--- src/design/depth_to_gray_normalizer_defines.svh ---
// ----------------------------------------------------------------------------
// Assertion macros for the depth-to-gray normalizer
// Concurrent checks clocked on aclk and held off while aresetn is low;
// they compile to nothing when SYNTHESIS is defined.
// ----------------------------------------------------------------------------
`ifndef DEPTH_TO_GRAY_NORMALIZER_DEFINES_SVH
`define DEPTH_TO_GRAY_NORMALIZER_DEFINES_SVH

`ifndef SYNTHESIS
// prop must hold at every clock edge out of reset
`define DTGN_ASSERT(lbl, prop) \
    lbl: assert property (@(posedge aclk) disable iff (!aresetn) prop) \
        else $error("dtgn assertion failed");
// expr must never be true out of reset
`define DTGN_NEVER(lbl, expr) \
    lbl: assert property (@(posedge aclk) disable iff (!aresetn) !(expr)) \
        else $error("dtgn forbidden condition seen");
`else
`define DTGN_ASSERT(lbl, prop)
`define DTGN_NEVER(lbl, expr)
`endif

`endif

--- src/design/dtgn_pkg.sv ---
// ----------------------------------------------------------------------------
// dtgn_pkg
// Shared constants, codes and types of the depth-to-gray normalizer.
// ----------------------------------------------------------------------------
package dtgn_pkg;

    // pixel and gray widths
    localparam int DEPTH_W = 16;
    localparam int GRAY_W  = 8;

    localparam logic signed [DEPTH_W-1:0] DISPARITY_LIMIT = 16'sd2047;
    localparam logic signed [DEPTH_W-1:0] STAT_MIN_RESET  = 16'sd2048;
    localparam logic signed [DEPTH_W-1:0] STAT_MAX_RESET  = 16'sd0;

    localparam logic [GRAY_W-1:0] GRAY_BASE    = 8'd64;
    localparam logic [GRAY_W-1:0] GRAY_TOP     = 8'd255;
    localparam logic [GRAY_W-1:0] GRAY_INVALID = 8'd0;

    // divider operand widths: signed numerator/denominator, unsigned magnitudes
    localparam int NUM_W           = 25;
    localparam int DEN_W           = 17;
    localparam int QMAG_W          = 24;
    localparam int DMAG_W          = 16;
    localparam int STEPS_PER_CYCLE = 2;
    localparam int DIV_CYCLES      = QMAG_W / STEPS_PER_CYCLE;
    localparam int CNT_W           = $clog2(DIV_CYCLES + 1);

    // command queue (depth must be a power of two for pointer wrap)
    localparam int QUEUE_DEPTH = 2;
    localparam int QPTR_W      = $clog2(QUEUE_DEPTH);
    localparam int QCNT_W      = $clog2(QUEUE_DEPTH + 1);

    // opcodes
    localparam logic [1:0] OP_CLEAR = 2'd0;
    localparam logic [1:0] OP_STAT  = 2'd1;
    localparam logic [1:0] OP_MAP   = 2'd2;
    localparam logic [1:0] OP_NONE  = 2'd3;

    // depth formats
    localparam logic [1:0] FMT_DISPARITY = 2'd0;
    localparam logic [1:0] FMT_MM        = 2'd1;
    localparam logic [1:0] FMT_100UM     = 2'd2;

    // register indexes (paddr[2])
    localparam int         REG_IDX_W        = 1;
    localparam logic [0:0] REG_DEPTH_FORMAT = 1'b0;
    localparam logic [0:0] REG_INVERSE_MODE = 1'b1;

    typedef struct packed {
        logic [1:0] depth_format;
        logic       inverse_mode;
    } cfg_t;

    // one mapping job for the back end
    typedef struct packed {
        logic                     use_div;
        logic                     invert;
        logic [GRAY_W-1:0]        fixed_gray;
        logic signed [NUM_W-1:0]  num;
        logic signed [DEN_W-1:0]  den;
    } cmd_t;

    typedef struct packed {
        logic push;
        cmd_t cmd;
    } q_push_t;

    typedef struct packed {
        logic full;
        logic empty;
    } q_status_t;

endpackage

--- src/design/dtgn_front.sv ---
// ----------------------------------------------------------------------------
// dtgn_front
// Accepts transactions, keeps the running min/max and turns each mapping
// pixel into a divide job (or a fixed gray level) for the command queue.
// ----------------------------------------------------------------------------
`include "depth_to_gray_normalizer_defines.svh"

module dtgn_front (
    input  logic                                    aclk,
    input  logic                                    aresetn,
    input  dtgn_pkg::cfg_t                          cfg,
    input  logic                                    s_valid,
    output logic                                    s_ready,
    input  logic [1:0]                              s_opcode,
    input  logic signed [dtgn_pkg::DEPTH_W-1:0]     s_depth_value,
    input  dtgn_pkg::q_status_t                     q_status,
    output dtgn_pkg::q_push_t                       q_push
);

    logic signed [dtgn_pkg::DEPTH_W-1:0] running_max_reg, running_max_next;
    logic signed [dtgn_pkg::DEPTH_W-1:0] running_min_reg, running_min_next;

    logic                               accept;
    logic                               pix_valid;
    logic signed [dtgn_pkg::DEN_W-1:0]  d_x;
    logic signed [dtgn_pkg::DEN_W-1:0]  min_x;
    logic signed [dtgn_pkg::DEN_W-1:0]  max_x;
    logic signed [dtgn_pkg::DEN_W-1:0]  diff;
    logic signed [dtgn_pkg::NUM_W-1:0]  diff_w;
    logic signed [dtgn_pkg::NUM_W-1:0]  d_w;
    logic signed [dtgn_pkg::NUM_W-1:0]  norm_num;
    logic signed [dtgn_pkg::NUM_W-1:0]  inv_num;
    dtgn_pkg::cmd_t                     cmd;

    assign s_ready = !q_status.full;
    assign accept  = s_valid && s_ready;

    always_comb begin
        case (cfg.depth_format)
            dtgn_pkg::FMT_DISPARITY: pix_valid = (s_depth_value >= 0) &&
                                                 (s_depth_value < dtgn_pkg::DISPARITY_LIMIT);
            dtgn_pkg::FMT_MM:        pix_valid = (s_depth_value > 0);
            dtgn_pkg::FMT_100UM:     pix_valid = (s_depth_value > 0);
            default:                 pix_valid = 1'b0;
        endcase
    end

    // numerators by shift-add: x*191 = 256x - 64x - x, x*255 = 256x - x
    assign d_x      = dtgn_pkg::DEN_W'(s_depth_value);
    assign min_x    = dtgn_pkg::DEN_W'(running_min_reg);
    assign max_x    = dtgn_pkg::DEN_W'(running_max_reg);
    assign diff     = d_x - min_x;
    assign diff_w   = dtgn_pkg::NUM_W'(diff);
    assign d_w      = dtgn_pkg::NUM_W'(s_depth_value);
    assign norm_num = (diff_w <<< 8) - (diff_w <<< 6) - diff_w;
    assign inv_num  = (d_w <<< 8) - d_w;

    always_comb begin
        cmd.use_div    = 1'b0;
        cmd.invert     = cfg.inverse_mode;
        cmd.fixed_gray = dtgn_pkg::GRAY_INVALID;
        cmd.num        = norm_num;
        cmd.den        = max_x - min_x;
        if (cfg.inverse_mode) begin
            cmd.num = inv_num;
            cmd.den = max_x;
            if (s_depth_value < 0) begin
                cmd.fixed_gray = dtgn_pkg::GRAY_TOP;
            end else begin
                cmd.use_div = 1'b1;
            end
        end else begin
            cmd.use_div = pix_valid;
        end
    end

    assign q_push.push = accept && (s_opcode == dtgn_pkg::OP_MAP);
    assign q_push.cmd  = cmd;

    always_comb begin
        running_max_next = running_max_reg;
        running_min_next = running_min_reg;
        if (accept) begin
            case (s_opcode)
                dtgn_pkg::OP_CLEAR: begin
                    running_max_next = dtgn_pkg::STAT_MAX_RESET;
                    running_min_next = dtgn_pkg::STAT_MIN_RESET;
                end
                dtgn_pkg::OP_STAT: begin
                    if (pix_valid && (s_depth_value > running_max_reg)) begin
                        running_max_next = s_depth_value;
                    end
                    if (pix_valid && (s_depth_value < running_min_reg)) begin
                        running_min_next = s_depth_value;
                    end
                end
                default: begin
                end
            endcase
        end
    end

    always_ff @(posedge aclk) begin
        if (!aresetn) begin
            running_max_reg <= dtgn_pkg::STAT_MAX_RESET;
            running_min_reg <= dtgn_pkg::STAT_MIN_RESET;
        end else begin
            running_max_reg <= running_max_next;
            running_min_reg <= running_min_next;
        end
    end

    // statistics only ever move inward from their clear values
    `DTGN_NEVER(a_min_above_clear, running_min_reg > dtgn_pkg::STAT_MIN_RESET)
    `DTGN_NEVER(a_max_negative, running_max_reg < dtgn_pkg::STAT_MAX_RESET)

endmodule

--- src/design/dtgn_queue.sv ---
// ----------------------------------------------------------------------------
// dtgn_queue
// Two-entry command FIFO between the front end and the divider back end.
// ----------------------------------------------------------------------------
`include "depth_to_gray_normalizer_defines.svh"

module dtgn_queue (
    input  logic                 aclk,
    input  logic                 aresetn,
    input  dtgn_pkg::q_push_t    q_push,
    input  logic                 pop,
    output dtgn_pkg::q_status_t  q_status,
    output dtgn_pkg::cmd_t       head
);

    dtgn_pkg::cmd_t                    entry_reg [dtgn_pkg::QUEUE_DEPTH];
    logic [dtgn_pkg::QPTR_W-1:0]       wr_ptr_reg, wr_ptr_next;
    logic [dtgn_pkg::QPTR_W-1:0]       rd_ptr_reg, rd_ptr_next;
    logic [dtgn_pkg::QCNT_W-1:0]       count_reg, count_next;
    logic                              do_pop;

    assign q_status.full  = (count_reg == dtgn_pkg::QCNT_W'(dtgn_pkg::QUEUE_DEPTH));
    assign q_status.empty = (count_reg == '0);
    assign head           = entry_reg[rd_ptr_reg];
    assign do_pop         = pop && !q_status.empty;

    always_comb begin
        wr_ptr_next = wr_ptr_reg;
        rd_ptr_next = rd_ptr_reg;
        count_next  = count_reg;
        if (q_push.push) begin
            wr_ptr_next = wr_ptr_reg + 1'b1;
        end
        if (do_pop) begin
            rd_ptr_next = rd_ptr_reg + 1'b1;
        end
        if (q_push.push && !do_pop) begin
            count_next = count_reg + 1'b1;
        end else if (!q_push.push && do_pop) begin
            count_next = count_reg - 1'b1;
        end
    end

    always_ff @(posedge aclk) begin
        if (!aresetn) begin
            wr_ptr_reg <= '0;
            rd_ptr_reg <= '0;
            count_reg  <= '0;
        end else begin
            wr_ptr_reg <= wr_ptr_next;
            rd_ptr_reg <= rd_ptr_next;
            count_reg  <= count_next;
        end
    end

    always_ff @(posedge aclk) begin
        if (q_push.push) begin
            entry_reg[wr_ptr_reg] <= q_push.cmd;
        end
    end

    `DTGN_NEVER(a_push_when_full, q_push.push && q_status.full)
    `DTGN_NEVER(a_count_overflow, count_reg > dtgn_pkg::QCNT_W'(dtgn_pkg::QUEUE_DEPTH))

endmodule

--- src/design/dtgn_back.sv ---
// ----------------------------------------------------------------------------
// dtgn_back
// Pops mapping jobs, runs a signed divide two quotient bits per cycle and
// holds the gray level in the output register.
// ----------------------------------------------------------------------------
`include "depth_to_gray_normalizer_defines.svh"

module dtgn_back (
    input  logic                               aclk,
    input  logic                               aresetn,
    input  dtgn_pkg::q_status_t                q_status,
    input  dtgn_pkg::cmd_t                     head,
    output logic                               pop,
    output logic                               m_valid,
    input  logic                               m_ready,
    output logic [dtgn_pkg::GRAY_W-1:0]        m_gray_level
);

    localparam logic [1:0] ST_IDLE = 2'd0;
    localparam logic [1:0] ST_DIV  = 2'd1;
    localparam logic [1:0] ST_DONE = 2'd2;

    localparam int STEP_W = dtgn_pkg::DMAG_W + dtgn_pkg::QMAG_W;

    function automatic logic [STEP_W-1:0] div_step(
        input logic [dtgn_pkg::DMAG_W-1:0] rem,
        input logic [dtgn_pkg::QMAG_W-1:0] quo,
        input logic [dtgn_pkg::DMAG_W-1:0] dv
    );
        logic [dtgn_pkg::DMAG_W:0]   r_sh;
        logic [dtgn_pkg::QMAG_W-1:0] q_sh;
        r_sh = {rem, quo[dtgn_pkg::QMAG_W-1]};
        q_sh = {quo[dtgn_pkg::QMAG_W-2:0], 1'b0};
        if (r_sh >= {1'b0, dv}) begin
            r_sh    = r_sh - {1'b0, dv};
            q_sh[0] = 1'b1;
        end
        return {r_sh[dtgn_pkg::DMAG_W-1:0], q_sh};
    endfunction

    logic [1:0]                        state_reg, state_next;
    logic [dtgn_pkg::CNT_W-1:0]        cnt_reg, cnt_next;
    logic [dtgn_pkg::DMAG_W-1:0]       rem_reg, rem_next;
    logic [dtgn_pkg::QMAG_W-1:0]       quo_reg, quo_next;
    logic [dtgn_pkg::DMAG_W-1:0]       dmag_reg;
    logic                              neg_reg;
    logic                              den_zero_reg;
    logic                              use_div_reg;
    logic                              invert_reg;
    logic [dtgn_pkg::GRAY_W-1:0]       fixed_reg;
    logic                              m_valid_reg, m_valid_next;
    logic [dtgn_pkg::GRAY_W-1:0]       m_gray_reg;

    logic                              load;
    logic                              load_out;
    logic                              div_last;
    logic signed [dtgn_pkg::NUM_W-1:0] num_abs;
    logic signed [dtgn_pkg::DEN_W-1:0] den_abs;
    logic [STEP_W-1:0]                 step_acc;
    logic [dtgn_pkg::GRAY_W-1:0]       q8;
    logic [dtgn_pkg::GRAY_W-1:0]       q8_signed;
    logic [dtgn_pkg::GRAY_W-1:0]       gray;

    assign load     = (state_reg == ST_IDLE) && !q_status.empty;
    assign pop      = load;
    assign load_out = (state_reg == ST_DONE) && (!m_valid_reg || m_ready);
    assign div_last = (state_reg == ST_DIV) &&
                      (cnt_reg == dtgn_pkg::CNT_W'(dtgn_pkg::DIV_CYCLES - 1));

    assign num_abs = head.num[dtgn_pkg::NUM_W-1] ? -head.num : head.num;
    assign den_abs = head.den[dtgn_pkg::DEN_W-1] ? -head.den : head.den;

    always_comb begin
        step_acc = {rem_reg, quo_reg};
        for (int i = 0; i < dtgn_pkg::STEPS_PER_CYCLE; i++) begin
            step_acc = div_step(step_acc[STEP_W-1:dtgn_pkg::QMAG_W],
                                step_acc[dtgn_pkg::QMAG_W-1:0], dmag_reg);
        end
    end

    // truncating signed quotient, low byte only; zero divisor gives zero
    assign q8        = den_zero_reg ? '0 : quo_reg[dtgn_pkg::GRAY_W-1:0];
    assign q8_signed = neg_reg ? (~q8 + 1'b1) : q8;
    assign gray      = !use_div_reg ? fixed_reg :
                       invert_reg   ? (dtgn_pkg::GRAY_TOP - q8_signed) :
                                      (dtgn_pkg::GRAY_BASE + q8_signed);

    always_comb begin
        state_next   = state_reg;
        cnt_next     = cnt_reg;
        rem_next     = rem_reg;
        quo_next     = quo_reg;
        m_valid_next = m_valid_reg && !m_ready;
        case (state_reg)
            ST_IDLE: begin
                if (load) begin
                    cnt_next   = '0;
                    rem_next   = '0;
                    quo_next   = num_abs[dtgn_pkg::QMAG_W-1:0];
                    state_next = head.use_div ? ST_DIV : ST_DONE;
                end
            end
            ST_DIV: begin
                rem_next = step_acc[STEP_W-1:dtgn_pkg::QMAG_W];
                quo_next = step_acc[dtgn_pkg::QMAG_W-1:0];
                cnt_next = cnt_reg + 1'b1;
                if (div_last) begin
                    state_next = ST_DONE;
                end
            end
            ST_DONE: begin
                if (load_out) begin
                    m_valid_next = 1'b1;
                    state_next   = ST_IDLE;
                end
            end
            default: begin
                state_next = ST_IDLE;
            end
        endcase
    end

    always_ff @(posedge aclk) begin
        if (!aresetn) begin
            state_reg   <= ST_IDLE;
            cnt_reg     <= '0;
            m_valid_reg <= 1'b0;
        end else begin
            state_reg   <= state_next;
            cnt_reg     <= cnt_next;
            m_valid_reg <= m_valid_next;
        end
    end

    always_ff @(posedge aclk) begin
        rem_reg <= rem_next;
        quo_reg <= quo_next;
        if (load) begin
            dmag_reg     <= den_abs[dtgn_pkg::DMAG_W-1:0];
            neg_reg      <= head.num[dtgn_pkg::NUM_W-1] ^ head.den[dtgn_pkg::DEN_W-1];
            den_zero_reg <= (head.den == '0);
            use_div_reg  <= head.use_div;
            invert_reg   <= head.invert;
            fixed_reg    <= head.fixed_gray;
        end
        if (load_out) begin
            m_gray_reg <= gray;
        end
    end

    assign m_valid      = m_valid_reg;
    assign m_gray_level = m_gray_reg;

    `DTGN_NEVER(a_no_overwrite, load_out && m_valid_reg && !m_ready)
    `DTGN_ASSERT(a_div_ends, div_last |=> (state_reg == ST_DONE))

endmodule

--- src/design/depth_to_gray_normalizer.sv ---
// ----------------------------------------------------------------------------
// depth_to_gray_normalizer
// Streams a depth frame twice: a statistics pass collecting min/max of the
// valid pixels, then a mapping pass producing one gray byte per pixel.
// ----------------------------------------------------------------------------
//  channel   direction  handshake              payload
//  s_        in         s_valid / s_ready      s_opcode[1:0], s_depth_value[15:0]
//  m_        out        m_valid / m_ready      m_gray_level[7:0]
//  apb       in         psel/penable/pready    paddr[2:0], pwdata/prdata[31:0]
//
//  In the back end a mapping job is popped, divided (24-bit quotient, two bits
//  per cycle) and loaded into the output register once that is free. Fixed
//  gray jobs (invalid pixels outside inverse mode, negative pixels in it) skip
//  the divider. Clear and statistics transactions finish in the front end.
//  The 2-entry job queue lets the front end keep taking transactions while
//  the divider runs or the result waits on m_ready.
//  Synchronous active-low reset clears statistics, config and the queue.
// ----------------------------------------------------------------------------

module depth_to_gray_normalizer (
    input  logic                                  aclk,
    input  logic                                  aresetn,
    // input stream
    input  logic                                  s_valid,
    output logic                                  s_ready,
    input  logic [1:0]                            s_opcode,
    input  logic signed [dtgn_pkg::DEPTH_W-1:0]   s_depth_value,
    // result stream
    output logic                                  m_valid,
    input  logic                                  m_ready,
    output logic [dtgn_pkg::GRAY_W-1:0]           m_gray_level,
    // register port
    input  logic                                  psel,
    input  logic                                  penable,
    input  logic                                  pwrite,
    input  logic [2:0]                            paddr,
    input  logic [31:0]                           pwdata,
    output logic [31:0]                           prdata,
    output logic                                  pready
);

    // --- configuration registers -------------------------------------------
    // Register select is paddr[2]; low address bits are don't-care.
    logic [1:0]                          depth_format_reg;
    logic                                inverse_mode_reg;
    logic                                cfg_wr;
    logic [dtgn_pkg::REG_IDX_W-1:0]      reg_idx;
    dtgn_pkg::cfg_t                      cfg;

    assign pready  = 1'b1;
    assign reg_idx = paddr[2];
    assign cfg_wr  = psel && penable && pwrite && pready;

    always_ff @(posedge aclk) begin
        if (!aresetn) begin
            depth_format_reg <= dtgn_pkg::FMT_DISPARITY;
            inverse_mode_reg <= 1'b0;
        end else if (cfg_wr) begin
            case (reg_idx)
                dtgn_pkg::REG_DEPTH_FORMAT: depth_format_reg <= pwdata[1:0];
                dtgn_pkg::REG_INVERSE_MODE: inverse_mode_reg <= pwdata[0];
                default: begin
                end
            endcase
        end
    end

    always_comb begin
        case (reg_idx)
            dtgn_pkg::REG_DEPTH_FORMAT: prdata = {30'd0, depth_format_reg};
            dtgn_pkg::REG_INVERSE_MODE: prdata = {31'd0, inverse_mode_reg};
            default:                    prdata = '0;
        endcase
    end

    assign cfg.depth_format = depth_format_reg;
    assign cfg.inverse_mode = inverse_mode_reg;

    // --- front end: statistics and job build --------------------------------
    // Jobs carry fully formed numerator/denominator, so a later clear or
    // statistics transaction cannot disturb a job still waiting in the queue.
    dtgn_pkg::q_push_t   q_push;
    dtgn_pkg::q_status_t q_status;
    dtgn_pkg::cmd_t      head;
    logic                pop;

    dtgn_front u_front (
        .aclk          (aclk),
        .aresetn       (aresetn),
        .cfg           (cfg),
        .s_valid       (s_valid),
        .s_ready       (s_ready),
        .s_opcode      (s_opcode),
        .s_depth_value (s_depth_value),
        .q_status      (q_status),
        .q_push        (q_push)
    );

    // --- job queue ------------------------------------------------------------
    dtgn_queue u_queue (
        .aclk     (aclk),
        .aresetn  (aresetn),
        .q_push   (q_push),
        .pop      (pop),
        .q_status (q_status),
        .head     (head)
    );

    // --- back end: serial divider and output register ------------------------
    dtgn_back u_back (
        .aclk         (aclk),
        .aresetn      (aresetn),
        .q_status     (q_status),
        .head         (head),
        .pop          (pop),
        .m_valid      (m_valid),
        .m_ready      (m_ready),
        .m_gray_level (m_gray_level)
    );

endmodule
--- config.mk ---
export PLATFORM = sky130hd
export DESIGN_NAME = depth_to_gray_normalizer
export DESIGN_NICKNAME = d
export VERILOG_FILES = /design/src/design/dtgn_pkg.sv /design/src/design/dtgn_front.sv /design/src/design/dtgn_queue.sv /design/src/design/dtgn_back.sv /design/src/design/depth_to_gray_normalizer.sv
export VERILOG_INCLUDE_DIRS = /design/src /design/src/design
export SDC_FILE = /design/constraint.sdc
export NUM_CORES = 1
export LEC_CHECK = 0
export BUFFER_PORTS_ARGS = -buffer_cell sky130_fd_sc_hd__buf_2
export CAP_MARGIN = 20
export CORE_MARGIN = 2
export CORE_UTILIZATION = 30
export DETAILED_ROUTE_END_ITERATION = 12
export GPL_TIMING_DRIVEN = 1
export PLACE_DENSITY = 0.43
export SLEW_MARGIN = 20
export SYNTH_ARGS = -nofsm -noshare
export SYNTH_HDL_FRONTEND = slang
export SYNTH_SLANG_ARGS = --single-unit
--- constraint.sdc ---
create_clock -name aclk -period 6.55 [get_ports aclk]
set_clock_uncertainty 0.05 [all_clocks]
set_input_delay 1.965 -clock aclk [delete_from_list [all_inputs] [get_ports aclk]]
set_output_delay 1.965 -clock aclk [all_outputs]
set_load 0.005 [all_outputs]
==> out/results.ini, run 1 <==
[setup_path]
worstRegToRegCells=18
critPathCaptureType=flop
worst_path_max_delay_cell=fa_1
arrival_ns=6.53
reg2reg_slack_ns=1.20
start_kind=primary input
crit_family=compound AO/OA/AOI/OAI gates
required_ns=6.76
path_max_fanout=3
critical_path_class=primary input to flop
crit_buf_inv=6
cp.depth=26
r2r-end=u_back.quo_reg[0]$_DFFE_PP_
rr_startpoint=u_back.dmag_reg[1]$_DFFE_PP_
critPathMaxStageDelay_ns=0.55
cp_common_cell=a21oi_1

[finish]
largest_reg_flops=90
nets=2042
final_cells=2539
layout-drive-gt1-share_pct=13.2
diodes=0
final_cell_mix=nand2_1 (170), edfxtp_1 (159), ha_1 (133)
area_growth_pct=16.3
fillCellCount=5446
multiInputGateArea_sq_um=9420
register_area_sq_um=5720
layout_commonest_cell=nand2_1

[run]
drv_cap=0

[floorplanning]
die-area_sq_um=54600
io_pins=103
fp.dieW_um=234
initial_core_util_pct=30.3
num_rows=84
die_h_um=234
coreArea_sq_um=52300

[pwr]
pwr-share-clk_pct=16.7
combPwrFrac_pct=58.6
p_int_uw=4850
vdd_ir_drop_max_v=0.000229
p_sw_uw=3570
p_per_area_nw_per_um2=457
p_leak_uw=0.00719
seq_power_share_pct=24.8
swShare_pct=42.4
totalPowerFinal_uw=8420

[drt]
drc=0
antenna_left=0
drt-total-wl_mm=41.8
wl_per_cell_um=16.5
first_pass_iters=5
initialDrtViolationCount=621
via_per_inst=4.89
dr_total_vias=12405

[clocking]
clockBufferDepth=3
cts_sinks=206
htreeDepth=1
root_buffer=clkbuf_16
clk_latency_ns=0.54
numCtsBuffers=27
tritoncts=done
path_clk_slew_ns=0.06

[min_path]
min_to=u_front.running_min_reg[15]$_SDFFE_PN0P_
min_path_cells=1
min_from=u_front.running_min_reg[15]$_SDFFE_PN0P_
hp-class=flop to flop

[outcome]
status=finished, final reports clean

[sta]
finalSetupViolCount=0
period_share_pct=96.4
min_period_ns=6.31
fin_tns_setup_ns=0
final_max_slew_viol_count=0
tightest_slew_ns=0.993
rsz0062_at_grt=true
final-hold-violation-count=0
max_slew_margin_pct=33.8
fmax_mhz=158

[global_route]
grt_antenna_before_repair=1
grt_max_degree=89
track_usage_pct=15.2
grt_overflow_total=0
grt_pass1_wl_mm=65.5
grt_pass1_vias=11897

[logic_synthesis]
synth_cell_types=83
syn-instance-count=1689
synthArstFlopShare_pct=0
yosys_warnings=0
netlist_area_sq_um=15800
synth-edff-count=159
yosys_register_bits=206
synth_area_per_cell_sq_um=9.37
ys_seq_area_share_pct=36.1
ys.flop_type=edfxtp_1

[place]
routabilityCongestion=0.830
io_buffers=39
dp.cells=2489
hpwl_mm=32.8

worst register-to-register path: stages, from the launching register on:
cell and delay (ns):
edfxtp_1 0.35, inv_1 0.18, ha_1 0.28, nor2b_1 0.14, o31a_1 0.31, o32ai_1 0.50
o211ai_1 0.22, nand2_1 0.22, buf_4 0.30, o21ai_0 0.20, ha_1 0.27, or4_1 0.53
o211ai_1 0.42, o21ai_1 0.22, a22o_1 0.25, or2_1 0.23, nor2_1 0.09, buf_4 0.25
a21oi_1 0.07
layer usage:
layer | wire [um] | vias up | GRT usage (%)
li1 | - | 6372 | -
met1 | 21100 | 5793 | 21.7
met2 | 18600 | 186 | 24.5
met3 | 1260 | 54 | 1.71
met4 | 798 | 0 | 3.76
met5 | 0 | - | 0
through the flow:
stage	utilization [%]	hold slack [ns]	worst slack (ns)	instance area, sq um
2_1_floorplan	-	0.373	0.268	15900
3_3_place_gp	33.5	0.395	-0.450	17500
3_5_place_dp	33.5	0.403	-0.472	17500
4_1_cts	35.1	0.417	0.0754	18400
5_1_grt	35.2	0.440	-0.00472	18400
6_report	35.2	0.411	0.235	18400
layout make-up:
| class | instances | share of cell area (%) |
|---|---|---|
| Timing Repair Buffer | 164 | 6.29 |
| Tap cell | 688 | 4.67 |
| Clock buffer | 36 | 4.07 |
| Clock inverter | 13 | 0.530 |
| Inverter | 110 | 2.24 |
| Sequential cell | 206 | 31.1 |
| Multi-Input combinational cell | 1322 | 51.1 |
how the worst max path moves through the flow:
stage | from | end | slack, ns
after detailed placement | s_depth_value[0] | u_queue.entry_reg[1][40]$_DFFE_PP_ | -0.47
after global placement | s_depth_value[0] | u_queue.entry_reg[0][40]$_DFFE_PP_ | -0.45
after global routing | s_depth_value[0] | u_queue.entry_reg[1][40]$_DFFE_PP_ | -0.005
after floorplan | s_depth_value[0] | u_queue.entry_reg[0][40]$_DFFE_PP_ | 0.27
final | s_depth_value[0] | u_queue.entry_reg[0][41]$_DFFE_PP_ | 0.24
after CTS | s_depth_value[0] | u_queue.entry_reg[1][40]$_DFFE_PP_ | 0.08
synthesized netlist by cell type, types with 15 or more instances:
cell type / count / area (sq um)
a21oi_1: 87 / 435
o31ai_1: 18 / 135
nor2_1: 91 / 342
fa_1: 18 / 360
o2bb2ai_1: 16 / 140
dfxtp_1: 47 / 941
nand3_1: 20 / 100
mux2i_1: 59 / 591
and2_1: 16 / 100
xnor2_1: 64 / 561
and3_1: 16 / 100
nor3_1: 38 / 190
nand2_1: 170 / 638
a31oi_1: 17 / 106
o21a_1: 26 / 195
o21ai_1: 41 / 205
xor2_1: 67 / 587
o21ai_0: 91 / 455
nor2b_1: 30 / 188
buf_4: 33 / 248
nand2b_1: 43 / 269
inv_1: 110 / 413
a22o_1: 15 / 131
ha_1: 133 / 1660
clkbuf_1: 35 / 131
edfxtp_1: 159 / 4770
a21o_1: 29 / 218
kinds of logic after synthesis:
group | count (synthesis) | synth area share, %
compound gates | 439 | 18.2
xor+xnor | 131 | 7.25
fa+ha+maj | 151 | 12.8
buf+inv | 190 | 5.46
flops | 206 | 36.1
mux | 68 | 4.37
other cells | 2 | 0.0474
simple gates | 502 | 15.8
repair_timing:
item,CTS,global route
gates resized for setup,0,7
buffers inserted,0,1
setup endpoints to repair,0,22
hold buffers,0,0
power by group through the flow:
stage / Clock [uW] / Sequential (uW) / Combinational (uW)
floorplan: 0 / 2010 / 3690
global placement: 0 / 2110 / 4890
detailed placement: 0 / 2120 / 4920
CTS: 1460 / 2090 / 4950
global route: 1510 / 2130 / 5550
finish: 1410 / 2080 / 4930
Note: power is estimated with default switching activity, not from simulation.
==> run 2, diff against run 1 <==
--- a/config.mk
+++ b/config.mk
@@ -6,6 +6,7 @@
 export SDC_FILE = /design/constraint.sdc
 export NUM_CORES = 1
 export LEC_CHECK = 0
+export ABC_AREA = 1
 export BUFFER_PORTS_ARGS = -buffer_cell sky130_fd_sc_hd__buf_2
 export CAP_MARGIN = 20
 export CORE_MARGIN = 2
==> run 2 against run 1 <==
Final area up 0.65%. Sequential share of layout area fell by 0.22 points. Clock-buffer cell count down 5. Via count increased by 16%. Utilization fell by 1.4 points. Critical path depth decreased by 5. Non-clock buffer count down 82. Largest cell class unchanged. Largest power group unchanged.
==> out/results.ini, run 2 <==
[outcome]
status=finished, final reports clean

[sta]
final_max_slew_viol_count=0
max_slew_margin_pct=39.3
fmax_mhz=167
min_period_ns=6.01
tightest_slew_ns=0.908
period_share_pct=91.7
final-hold-violation-count=0
finalSetupViolCount=0
rsz0062_at_grt=false
fin_tns_setup_ns=0

[finish]
fillCellCount=5897
layout-drive-gt1-share_pct=7.62
layout_commonest_cell=nand2_1
largest_reg_flops=90
diodes=0
final_cell_mix=nand2_1 (593), inv_1 (288), nor2_1 (221)
nets=2541
area_growth_pct=11.6

[setup_path]
cp_common_cell=nand2_1
rr_startpoint=u_back.dmag_reg[2]$_DFFE_PP_
required_ns=6.74
arrival_ns=6.20
worst_path_max_delay_cell=fa_1
critical_path_class=primary input to flop
critPathMaxStageDelay_ns=0.53
path_max_fanout=6
crit_start=s_depth_value[0]
start_kind=primary input
critPathCaptureType=flop
reg2reg_slack_ns=1.55
crit_chain=buf_2 > inv_1 > ha_1 > fa_1 > o21ai_0 > nand2_1 > o211ai_1 > nand3_1 > nand4_1 > xor2_1 > inv_1 > fa_1 > ha_1 > nand2_1 > inv_1 > a21boi_0 > o21ai_0 > a21oi_1 > nand2_1 > o21ai_0 > nand2_1

[clocking]
root_buffer=clkbuf_16
holdBufCountCts=0
htreeDepth=1
clockBufferDepth=3
postCtsSetupRepairBufs=0
numCtsBuffers=26
post_cts_resized=0
cts_sinks=206
tritoncts=done
path_clk_slew_ns=0.06
clk_latency_ns=0.55

[logic_synthesis]
yosys_warnings=0
yosys-top-cells-area=edfxtp_1 (29%), nand2_1 (13%), ha_1 (10%)
netlist_top_cells_count=nand2_1 (593), inv_1 (288), nor2_1 (224)
yosysTopAreaCell=edfxtp_1
synth_cell_types=47
synth_most_common_cell=nand2_1
yosysTopAreaCellShare_pct=28.7
ys.flop_type=edfxtp_1
yosys_register_bits=206
synth_area_per_cell_sq_um=7.32
synth-edff-count=159
synthArstFlopShare_pct=0
ys_seq_area_share_pct=34.4
netlist_area_sq_um=16600
syn-instance-count=2270

[floorplanning]
io_pins=103
coreArea_sq_um=54900
die_h_um=239
fp.dieW_um=239
num_rows=86
initial_core_util_pct=30.3
die-area_sq_um=57300

[min_path]
min_from=u_queue.rd_ptr_reg$_SDFFE_PN0P_
hp-class=flop to flop

[drt]
drc=0
met3_length_mm=1.53
drt-total-wl_mm=48.2
dr_total_vias=14411
initialDrtViolationCount=711
antenna_left=0
routed.top_layer=met4
wl_per_cell_um=15.8
dr_wl_met2_mm=23.0
via_per_inst=4.72
wl_met1_mm=22.6
first_pass_iters=6

[global_route]
grt_max_degree=78
grt_pass1_wl_mm=76.3
grt_overflow_total=0
track_usage_pct=16.9
grt_pass1_vias=13937
grt_antenna_before_repair=0

[pwr]
vdd_ir_drop_max_v=0.000247
p_leak_uw=0.00854
p_per_area_nw_per_um2=527
totalPowerFinal_uw=9780

[place]
hpwl_mm=38.8
routabilityCongestion=0.874
io_buffers=39

[run]
drv_cap=0

run 2: cell count changes after synthesis, sizes merged, moves of 43 or more:
cell | previous run | this run
a21oi | 88 | 136
nand2b | 43 | 0
nand3 | 20 | 148
mux2i | 59 | 0
xnor2 | 64 | 18
inv | 110 | 297
nor2 | 91 | 232
nand2 | 170 | 597
run 2: layer usage:
metal,global-route usage (%),vias to the layer above
li1,-,7549
met1,22.5,6569
met2,29.4,239
met3,1.74,54
met4,4.05,0
met5,0,-
run 2: worst paths after layout:
| check | to | depth (start not counted) |
|---|---|---|
| hold / removal | flop | 1 |
| setup / recovery | u_queue.entry_reg[1][39]$_DFFE_PP_ | 21 |
| hold reg to reg | flop | 1 |
| setup reg to reg | u_back.quo_reg[0]$_DFFE_PP_ | 22 |
run 2: area by class of cell:
class	instances	area, sq um	share of cell area (%)
clock buffer	31	669	3.61
timing repair buffer	82	518	2.79
tap	704	881	4.75
clock inverter	16	193	1.04
inverter	300	1130	6.07
multi-input combinational	1714	9430	50.9
sequential	206	5720	30.8
run 2: kinds of logic (layout without fill, tap and decap cells):
logic type	after synthesis	in the layout	share of synthesized area, %
adders and majority gates	151	151	12.2
AOI/OAI and AO/OA	350	350	11.3
and+or+nand+nor	1102	1102	28.2
xor gates and xnor gates	80	80	4.22
buffers and inverters	379	429	9.61
other	2	31	0.0452
DFF	206	206	34.4
run 2: power breakdown:
group	switching, uW	internal, uW	total [uW]
Clock	552	886	1440
Sequential	150	2030	2180
Combinational	4110	2040	6160
run 2: per-stage QoR:
stage / std cells / instance area, sq um / setup slack, ns / util (%) / hold WS [ns]
finish: 3053 / 18500 / 0.545 / 33.8 / 0.393
detailed placement: 3006 / 17700 / 0.0447 / 32.2 / 0.385
floorplan: 2299 / 16700 / 0.595 / - / 0.374
global placement: 3006 / 17700 / 0.0252 / 32.2 / 0.377
global route: 3053 / 18500 / 0.220 / 33.8 / 0.410
CTS: 3053 / 18500 / 0.590 / 33.8 / 0.396
run 2: critical path, delay by kind of cell:
| family | cells | cell delay [ns] |
|---|---|---|
| AO/OA/AOI/OAI | 6 | 1.19 |
| XOR/XNOR | 1 | 0.30 |
| adder cells (fa/ha/maj) | 4 | 1.54 |
| buffers and inverters | 4 | 0.48 |
| AND/OR/NAND/NOR | 6 | 0.69 |
==> run 3, diff against run 2 <==
--- a/config.mk
+++ b/config.mk
@@ -13,7 +13,6 @@
 export CORE_UTILIZATION = 30
 export DETAILED_ROUTE_END_ITERATION = 12
 export GPL_TIMING_DRIVEN = 1
-export PLACE_DENSITY = 0.43
 export SLEW_MARGIN = 20
 export SYNTH_ARGS = -nofsm -noshare
 export SYNTH_HDL_FRONTEND = slang
==> run 3 against run 2 <==
Clock-buffer cell count did not move. Clock power hardly changed. Die area unchanged. Combinational power hardly changed. Routed wire length down 8.3%. Final area is 0.22% lower. Global-route usage fell by 1.5 points. First-iteration DRC count rose by 48%. Sequential share of layout area is 0.060 points higher. Via count rose by 1.2%. Maximum frequency barely moved.
==> out/results.ini, run 3 (synthesis results as in run 2) <==
[finish]
final_cell_mix=nand2_1 (593), inv_1 (288), nor2_1 (221)
area_growth_pct=11.4
largest_reg_flops=90
diodes=0
layout_commonest_cell=nand2_1
layout-drive-gt1-share_pct=7.48
final_cells=3044
nets=2534

[global_route]
grt_pass1_vias=13892
grt_max_degree=78
grt_antenna_before_repair=1
grt_pass1_wl_mm=71.2
grt_overflow_total=0
track_usage_pct=15.4

[sta]
tightest_slew_ns=0.847
final-hold-violation-count=0
fin_tns_setup_ns=0
fin_hold_ws_ns=0.412
finalSetupViolCount=0
period_share_pct=91.7
min_period_ns=6.01
fin_ws_ns=0.544
final_max_slew_viol_count=0
rsz0062_at_grt=false
max_slew_margin_pct=43.4
fmax_mhz=166

[floorplanning]
num_rows=86
die-area_sq_um=57300
initial_core_util_pct=30.3
fp.dieW_um=239
io_pins=103
die_h_um=239
coreArea_sq_um=54900

[drt]
drc=0
wl_per_cell_um=14.5
drt-total-wl_mm=44.2
dr_total_vias=14580
antenna_left=0
initialDrtViolationCount=1053
via_per_inst=4.79
first_pass_iters=5

[setup_path]
path_max_fanout=6
crit_start=s_depth_value[0]
cp_common_cell=o21ai_0
critical_path_class=primary input to flop
crit_family=compound AO/OA/AOI/OAI gates
r2r-end=u_back.quo_reg[0]$_DFFE_PP_
critPathMaxStageDelay_ns=0.52
crit_chain=buf_2 > inv_1 > ha_1 > fa_1 > o21ai_0 > nand2_1 > o211ai_1 > nand3_1 > nand4_1 > xor2_1 > inv_1 > fa_1 > ha_1 > a21oi_1 > o21ai_0 > a21oi_1 > nand3_1 > o21ai_0 > o21ai_0
critPathCaptureType=flop
start_kind=primary input
worstRegToRegCells=23
required_ns=6.71
worst_path_max_delay_cell=fa_1
setup.worst_path.end=u_queue.entry_reg[1][38]$_DFFE_PP_
crit_buf_inv=3
arrival_ns=6.17
rr_startpoint=u_back.dmag_reg[1]$_DFFE_PP_
cp.depth=19
reg2reg_slack_ns=1.54

[run]
drv_cap=0

[place]
routabilityCongestion=0.881
io_buffers=39
dp.cells=3002
hpwl_mm=35.5
place_ws_ns=-0.0395

[clocking]
clk_latency_ns=0.54
tritoncts=done
post_cts_resized=0
root_buffer=clkbuf_16
htreeDepth=1
cts_sinks=206
path_clk_slew_ns=0.06
postCtsSetupRepairBufs=0
clockBufferDepth=3
numCtsBuffers=23
holdBufCountCts=0

[pwr]
vdd_ir_drop_max_v=0.000233
p_per_area_nw_per_um2=526
totalPowerFinal_uw=9720
p_leak_uw=0.00851

[min_path]
hp-class=flop to flop
min_from=u_queue.rd_ptr_reg$_SDFFE_PN0P_

[outcome]
status=finished, final reports clean

## run 3: cell count changes in the layout (fill, tap and decap cells not counted), sizes merged
cell	change
inv	+1
clkinv	-6
bufinv	-1
buf	-4
clkinvlp	+1
## run 3: area by class of cell
type	count	area (sq um)
clock buffers	31	698
clock inverters	11	155
fillers	5857	36400
inverters	300	1130
multi-input cells	1714	9430
flip-flops and latches	206	5720
well taps	704	881
repair buffers	78	488
## run 3: per-layer routing
layer | vias to the layer above | GRT usage (%) | routed length (um)
met4 | 2 | 4.92 | 1240
met2 | 325 | 26.3 | 20600
met1 | 6678 | 20.4 | 20500
li1 | 7514 | - | -
met3 | 61 | 1.48 | 1850
met5 | - | 0 | 12
## run 3: how the worst min path moves through the flow
stage | endpoint | slack (ns) | cells past startpoint
2_1_floorplan | u_queue.entry_reg[0][50]$_DFFE_PP_ | 0.37 | 0
3_3_place_gp | flop | 0.39 | 1
3_5_place_dp | u_front.running_min_reg[11]$_SDFFE_PN1P_ | 0.39 | 2
4_1_cts | flop | 0.41 | 1
5_1_grt | flop | 0.42 | 1
6_report | flop | 0.41 | 1
## run 3: report_power, final
| group | total (uW) | internal, uW | leakage, uW | switching (uW) |
|---|---|---|---|---|
| registers | 2170 | 2030 | 0.00186 | 144 |
| clock network | 1410 | 874 | 0.000415 | 538 |
| logic | 6140 | 2060 | 0.00624 | 4070 |
| total | 9720 | 4970 | 0.00851 | 4750 |
## run 3: metrics by stage
step                utilization, %  cell area, sq um
detailed placement            32.2             17600
global route                  33.7             18500
global placement              32.2             17600
CTS                           33.7             18500
floorplan                        -             16700
finish                        33.7             18500
